**src/rtl/c8ie_pkg.sv**
```systemverilog
package c8ie_pkg;

    localparam int MEM_DEPTH      = 4096;
    localparam int STACK_DEPTH    = 16;
    localparam int DISPLAY_PIXELS = 2048;
    localparam int FONT_BASE      = 80;
    localparam int KEY_COUNT      = 16;

    localparam int MEM_AW     = $clog2(MEM_DEPTH);
    localparam int SP_W       = $clog2(STACK_DEPTH);
    localparam int DISP_BYTES = DISPLAY_PIXELS / 8;
    localparam int DISP_AW    = $clog2(DISP_BYTES);
    localparam int KEY_W      = $clog2(KEY_COUNT);

    // item operations
    typedef enum logic [2:0] {
        OP_EXEC    = 3'd0,
        OP_MEM_WR  = 3'd1,
        OP_MEM_RD  = 3'd2,
        OP_DISP_RD = 3'd3,
        OP_TICK    = 3'd4
    } t_op;

    // instruction groups (top nibble)
    localparam logic [3:0] OPC_SYS  = 4'h0;
    localparam logic [3:0] OPC_JP   = 4'h1;
    localparam logic [3:0] OPC_CALL = 4'h2;
    localparam logic [3:0] OPC_SEI  = 4'h3;
    localparam logic [3:0] OPC_SNEI = 4'h4;
    localparam logic [3:0] OPC_SE   = 4'h5;
    localparam logic [3:0] OPC_LDI  = 4'h6;
    localparam logic [3:0] OPC_ADDI = 4'h7;
    localparam logic [3:0] OPC_ALU  = 4'h8;
    localparam logic [3:0] OPC_SNE  = 4'h9;
    localparam logic [3:0] OPC_LDIX = 4'hA;
    localparam logic [3:0] OPC_JPV0 = 4'hB;
    localparam logic [3:0] OPC_RND  = 4'hC;
    localparam logic [3:0] OPC_DRW  = 4'hD;
    localparam logic [3:0] OPC_KEY  = 4'hE;
    localparam logic [3:0] OPC_MISC = 4'hF;

    localparam logic [15:0] INS_CLS = 16'h00E0;
    localparam logic [15:0] INS_RET = 16'h00EE;

    localparam logic [3:0] ALU_MOV  = 4'h0;
    localparam logic [3:0] ALU_OR   = 4'h1;
    localparam logic [3:0] ALU_AND  = 4'h2;
    localparam logic [3:0] ALU_XOR  = 4'h3;
    localparam logic [3:0] ALU_ADD  = 4'h4;
    localparam logic [3:0] ALU_SUB  = 4'h5;
    localparam logic [3:0] ALU_SHR  = 4'h6;
    localparam logic [3:0] ALU_SUBN = 4'h7;
    localparam logic [3:0] ALU_SHL  = 4'hE;

    localparam logic [7:0] KEY_SKP  = 8'h9E;
    localparam logic [7:0] KEY_SKNP = 8'hA1;

    localparam logic [7:0] FN_GET_DT = 8'h07;
    localparam logic [7:0] FN_WAITK  = 8'h0A;
    localparam logic [7:0] FN_SET_DT = 8'h15;
    localparam logic [7:0] FN_SET_ST = 8'h18;
    localparam logic [7:0] FN_ADD_I  = 8'h1E;
    localparam logic [7:0] FN_FONT   = 8'h29;
    localparam logic [7:0] FN_BCD    = 8'h33;
    localparam logic [7:0] FN_STORE  = 8'h55;
    localparam logic [7:0] FN_LOAD   = 8'h65;

    localparam logic [3:0] REG_VF = 4'hF;

    typedef enum logic [3:0] {
        S_IDLE,
        S_EXEC,
        S_RET,
        S_FLAG,
        S_DRW_MEM,
        S_DRW_ROW,
        S_DRW_B0,
        S_DRW_B1,
        S_BCD,
        S_STORE_RD,
        S_STORE_WR,
        S_LOAD_RD,
        S_LOAD_WR,
        S_DONE
    } t_state;

    typedef struct packed {
        logic [3:0] ra;
        logic [3:0] rb;
        logic       we;
        logic [3:0] wa;
        logic [7:0] wd;
    } t_rf_ctl;

    typedef struct packed {
        logic [DISP_AW-1:0] raddr;
        logic               we;
        logic [DISP_AW-1:0] waddr;
        logic [7:0]         wd;
        logic               clear;
    } t_disp_ctl;

    // hundreds, tens, ones of a byte, one nibble each
    function automatic logic [11:0] c8ie_bcd(input logic [7:0] v);
        logic [1:0]  h;
        logic [6:0]  rem;
        logic [14:0] prod;
        logic [3:0]  t;
        logic [3:0]  o;
        h    = (v >= 8'd200) ? 2'd2 : ((v >= 8'd100) ? 2'd1 : 2'd0);
        rem  = 7'(v - 8'(h) * 8'd100);
        prod = 15'(rem) * 15'd205;
        t    = prod[14:11];
        o    = 4'(rem - 7'(t) * 7'd10);
        return {2'b00, h, t, o};
    endfunction

endpackage

```
**src/rtl/c8ie_regfile.sv**
```systemverilog
module c8ie_regfile (
    input  logic              i_clk,
    input  logic              i_rst_n,
    input  c8ie_pkg::t_rf_ctl i_ctl,
    output logic [7:0]        o_qa,
    output logic [7:0]        o_qb
);
    import c8ie_pkg::*;

    logic [7:0]  r_mem [16];
    logic [15:0] r_valid;

    always_ff @(posedge i_clk) begin
        if (i_ctl.we) begin
            r_mem[i_ctl.wa] <= i_ctl.wd;
        end
        o_qa <= r_valid[i_ctl.ra] ? r_mem[i_ctl.ra] : 8'h00;
        o_qb <= r_valid[i_ctl.rb] ? r_mem[i_ctl.rb] : 8'h00;
    end

    // unwritten registers read as zero
    always_ff @(posedge i_clk) begin
        if (!i_rst_n) begin
            r_valid <= '0;
        end else if (i_ctl.we) begin
            r_valid[i_ctl.wa] <= 1'b1;
        end
    end

endmodule

```
**config.mk**
```make
export PLATFORM = sky130hd
export DESIGN_NAME = c8ie_regfile
export DESIGN_NICKNAME = d
export VERILOG_FILES = /design/src/rtl/c8ie_pkg.sv /design/src/rtl/c8ie_regfile.sv
export SDC_FILE = /design/constraint.sdc
export NUM_CORES = 1
export LEC_CHECK = 0
export CORE_ASPECT_RATIO = 1.25
export CORE_MARGIN = 4
export CORE_UTILIZATION = 35
export CTS_CLUSTER_SIZE = 40
export DETAILED_ROUTE_END_ITERATION = 10
export DONT_BUFFER_PORTS = 1
export GPL_TIMING_DRIVEN = 0
export SYNTH_ARGS = -nofsm -noshare
export SYNTH_HDL_FRONTEND = slang
export SYNTH_SLANG_ARGS = --single-unit
```
**constraint.sdc**
```tcl
create_clock -name i_clk -period 2.13 [get_ports i_clk]
set_clock_uncertainty 0.05 [all_clocks]
set_input_delay 0.1065 -clock i_clk [delete_from_list [all_inputs] [get_ports i_clk]]
set_output_delay 0.1065 -clock i_clk [all_outputs]
set_load 0.02 [all_outputs]
```
# Yosys cells after proc, flatten, opt, wreduce, memory -nomap -nowiden
# Memory sizes are Yosys's and may differ from the RTL's. A register that Yosys moved wholly into a read port is not among the register bits.
# Cells that the tools add are included.
op_classes:
  n_reduce_logical: 3
  bitwise_logic: 1
  magnitude_cmp: 4
  muxes: 8
op_table:
  columns: ["op", "count"]
  rows:
  - ["$or A16 B16 Y16", 1]
  - ["$lt A4 B5 Y1 const B", 3]
  - ["$bmux W1 S4", 2]
  - ["$mux W1", 5]
  - ["$demux W1 S4", 1]
  - ["$ge A4 B1 Y1 const B", 1]
  - ["$logic_not A1 Y1", 2]
  - ["$logic_and A1 B1 Y1", 1]
word_totals:
  inputBits: 23
  word_cells: 18
  mem_count: 1
  reg_bits: 16
  ram_bits: 128
  output_inout_bits: 16
mem_list:
  columns: ["name", "depth", "word_bits", "rd", "rd_ports_with_merged_regs", "wr", "line", "rtl"]
  rows:
  - ["r_mem", 16, 8, 2, 2, 1, "c8ie_regfile.sv:10", "logic [7:0] r_mem [16];"]

# Depth between registers and ports, before layout
logic_depth:
  word_depth: 5
  depth_mapped: 5
  depth_no_buf: 4

# Worst setup path before layout
# No wires, ideal clock.
synth_path:
  path_type: "input to register"
  from: "in i_ctl[10] in the netlist's numbering"
  to: "mem r_mem[0][0] (enable)"
  t_required_ns: 1.694
  t_arrival_ns: 1.267
  setup_time_ns: 0.386
  cell_stages: 2
  path_slack_ns: 0.428
  path_buffers: 0
  cell_sequence: "or3b_2 nor3_1"
synth_lines:
  columns: ["element", "line", "rtl"]
  rows:
  - ["start, declared", "c8ie_regfile.sv:4", "input c8ie_pkg::t_rf_ctl i_ctl,"]
  - ["end, declared", "c8ie_regfile.sv:10", null]
# No word-level cell before the write port.

# Final worst setup path
layout_path:
  from: "in i_ctl[15] in the netlist's numbering"
  to: "reg o_qb[0], read port of r_mem"
layout_between:
  elab_chain_cells: 3
layout_rtl:
  columns: ["element", "line", "rtl"]
  rows:
  - ["$bmux W1 S4", "c8ie_regfile.sv:18", "o_qb <= r_valid[i_ctl.rb] ? r_mem[i_ctl.rb] : 8'h00;"]
  - ["$mux W1 (not written as such)", "c8ie_regfile.sv:18", null]
  - ["$logic_not A1 Y1 (no line)", null, null]
  - ["end, declared", "c8ie_regfile.sv:6", "output logic [7:0] o_qb"]
# Parallel ways exist; a longest one is shown, timed or not. The select of a mux whose other input is x is not followed.
# A chain may end at the register's enable or synchronous reset.

==> results.py <==
metrics = {
    "die": {
        "rows": 57,
        "die_area_mm2": 0.0222,
        "die_w_um": 134,
        "io-pin-count": 39,
        "core_area_mm2": 0.0195,
        "die_h_um": 166,
        "initial_core_util": 0.358,
    },
    "sta": {
        "hold_viol": 0,
        "post-route-min-period_ns": 1.72,
        "hold_slack_ns": 0.00481,
        "setup_slack_ns": 0.415,
        "rsz0062_at_grt": "no",
        "max_clock_freq_ghz": 0.583,
        "setup_viol": 0,
        "fin_tns_setup_ns": 0,
        "final.period_utilization": 0.805,
        "worst_pin_slew_ns": 1.18,
        "slew_violations": 0,
        "slew_headroom": 0.213,
    },
    "drt": {
        "drt_wl_total_um": 17700,
        "dr.pass1.iters": 5,
        "wl_per_cell_um": 26.5,
        "viasPerCell": 5.64,
        "drc": 0,
        "drtAntennaViolNets": 0,
        "num_vias": 3758,
        "drt_iter0_drc": 306,
    },
    "setup_path": {
        "arrival_ns": 1.96,
        "critPathLaunchType": "input pin",
        "r2r_end": "o_qb[7]",
        "reg2reg_slack_ns": 0.50,
        "worst-path-stages": 5,
        "cp_top_family": "buffers and inverters",
        "critPathKind": "input pin to flop",
        "worstPathCellList": "buf_2, clkbuf_1, mux4_2, a22oi_1, a21oi_2",
        "end_kind": "flop",
        "critPathBufInv": 2,
        "critPathMaxStageDelay_ns": 0.69,
        "reg2reg_from": "r_valid[13]",
        "worstPathMaxFanout": 10,
        "rr_worst_depth": 4,
        "critical_path_required_ns": 2.37,
        "cp_slowest_cell": "clkbuf_1",
    },
    "finish": {
        "antenna-diode-count": 0,
        "post-route-util": 0.410,
        "drive_above_1_share": 0.339,
        "areaGrowthSynthToFinish_pct": 14.6,
        "fin_nets": 411,
    },
    "clocking": {
        "cts_sinks": 160,
        "cts_resized": 0,
        "cts_tree": "yes",
        "path_clk_slew_ns": 0.06,
        "hold_buffers": 11,
        "cts_setup_buffers": 0,
        "clock_path_buffers": 2,
        "cts_inserted_buffers": 17,
        "htreeDepth": 4,
        "clk_latency_ns": 0.43,
        "cts-root-buf": "clkbuf_16",
    },
    "global_routing": {
        "grt_pass1_vias": 4127,
        "grt_usage": 0.163,
        "antenna_found_initial": 0,
        "grt_start_max_net_pins": 17,
        "grt_overflow_total": 0,
        "grt_pass1_wl_um": 26100,
    },
    "synthesis": {
        "yosys-mux-area-fraction": 0.233,
        "yosys-top-cells-count": "edfxtp_1, mux4_2, a22oi_1, dfxtp_1",
        "synth_top_area_frac": 0.552,
        "yosysMostFrequentCell": "edfxtp_1",
        "syn_nets": 380,
        "synth_warnings": 0,
        "synth_compound_area_frac": 0.0769,
        "syn_inst": 357,
        "yosys-top-cells-area": "edfxtp_1, mux4_2, dfxtp_1",
        "syn_area_mm2": 0.00696,
        "synth-xor-area-share": 0,
        "synth_top_family_by_area": "multiplexers",
        "synth_fa_ha_area_frac": 0,
        "synth-edff-count": 128,
        "synthFlopType": "edfxtp_1",
        "yosysSeqAreaShare": 0.644,
        "synthSimpleGateAreaFrac": 0.0280,
        "yosysTopAreaCell": "edfxtp_1",
        "yosys_register_bits": 160,
        "ys_types": 22,
        "syn_area_per_cell_um2": 19.5,
        "synthArstFlopShare": 0,
    },
    "pwr": {
        "peakVddDrop_uv": 575,
        "p_leak_nw": 2.45,
        "power_mw": 6.77,
        "power_density_mw_per_mm2": 848,
    },
    "placement": {
        "io_buffers": 0,
        "place_hpwl_um": 11600,
        "pre_cts_ws_ns": -0.0130,
        "finalWeightedCongestion": 0.774,
    },
    "min_path": {
        "holdCritStartpoint": "i_rst_n",
        "hold_depth": 2,
        "hold_end": "r_valid[4]",
        "min_path_type": "input pin to flop",
    },
    "flow_run": {
        "drv_cap": 0,
    },
    "outcome": {
        "outcome": "finished clean",
    },
}
-- power by group --
| part | total [mW] | internal [mW] | switching, mW |
|---|---|---|---|
| Sequential | 3.47 | 3.44 | 0.0335 |
| Combinational | 0.494 | 0.213 | 0.281 |
| Clock | 2.81 | 1.59 | 1.21 |
-- layout by cell type, fill, tap and decap left out, types with 3 or more instances in the layout --
cell type and instances:
a22oi_1 32, nor2_1 14, clkbuf_16 17, dlygate4sd3_1 11, o21a_1 16, nor2b_1 4
dfxtp_1 32, buf_2 6, edfxtp_1 128, clkinvlp_4 4, mux4_2 72, a21oi_2 16
a22o_1 4, buf_6 3, clkinv_4 3, nor3_2 4, clkinv_1 4, buf_4 4
clkbuf_1 10
-- cells by family (layout without fill, tap and decap cells) --
family | count (synthesis) | after routing
flip-flops | 160 | 160
multiplexers | 72 | 72
AND/OR/NAND/NOR | 33 | 33
buffers and inverters | 24 | 68
AO/OA/AOI/OAI | 68 | 68
-- worst max path at each step --
stage	to	slack, ns	from
after global routing	o_qb[0]	0.38	i_ctl[15]
after detailed placement	o_qb[0]	-0.01	i_ctl[15]
after floorplan	r_mem[0][0]	0.43	i_ctl[10]
after global placement	r_mem[0][2]	-0.37	i_ctl[10]
final	o_qb[0]	0.41	i_ctl[15]
after CTS	o_qb[0]	0.42	i_ctl[15]
-- registers in the layout, summed over array words and instances (netlist names) --
name     cells
r_mem      128
o_qb         8
r_valid     16
o_qa         8
-- through the flow --
step	cells	instance area [um2]
2_1_floorplan	357	6960
3_3_place_gp	622	7300
3_5_place_dp	623	7330
4_1_cts	666	7980
5_1_grt	666	7980
6_report	666	7980
-- layout make-up --
cell class / count / area (um2)
buffer: 24 / 128
clock buffer: 17 / 425
clock inverter: 15 / 120
fill: 1712 / 11500
multi-input combinational: 173 / 2370
sequential: 160 / 4480
tap: 265 / 332
timing repair buffer: 12 / 121
-- worst register-to-register path, stage by stage, from the launching register on --
cell	delay [ns]
dfxtp_1	0.31
mux4_2	0.49
a22o_1	0.31
nor2_8	0.27
a21oi_2	0.08
-- metal layers --
layer  GRT usage  part of all wire  vias to the layer above
li1            -                 -                     1595
met1       0.193              0.37                     1984
met2       0.288              0.53                      146
met3      0.0407             0.062                       33
met4      0.0607             0.031                        0
met5           0                 0                        -
Power figures use the tool's default switching activity.
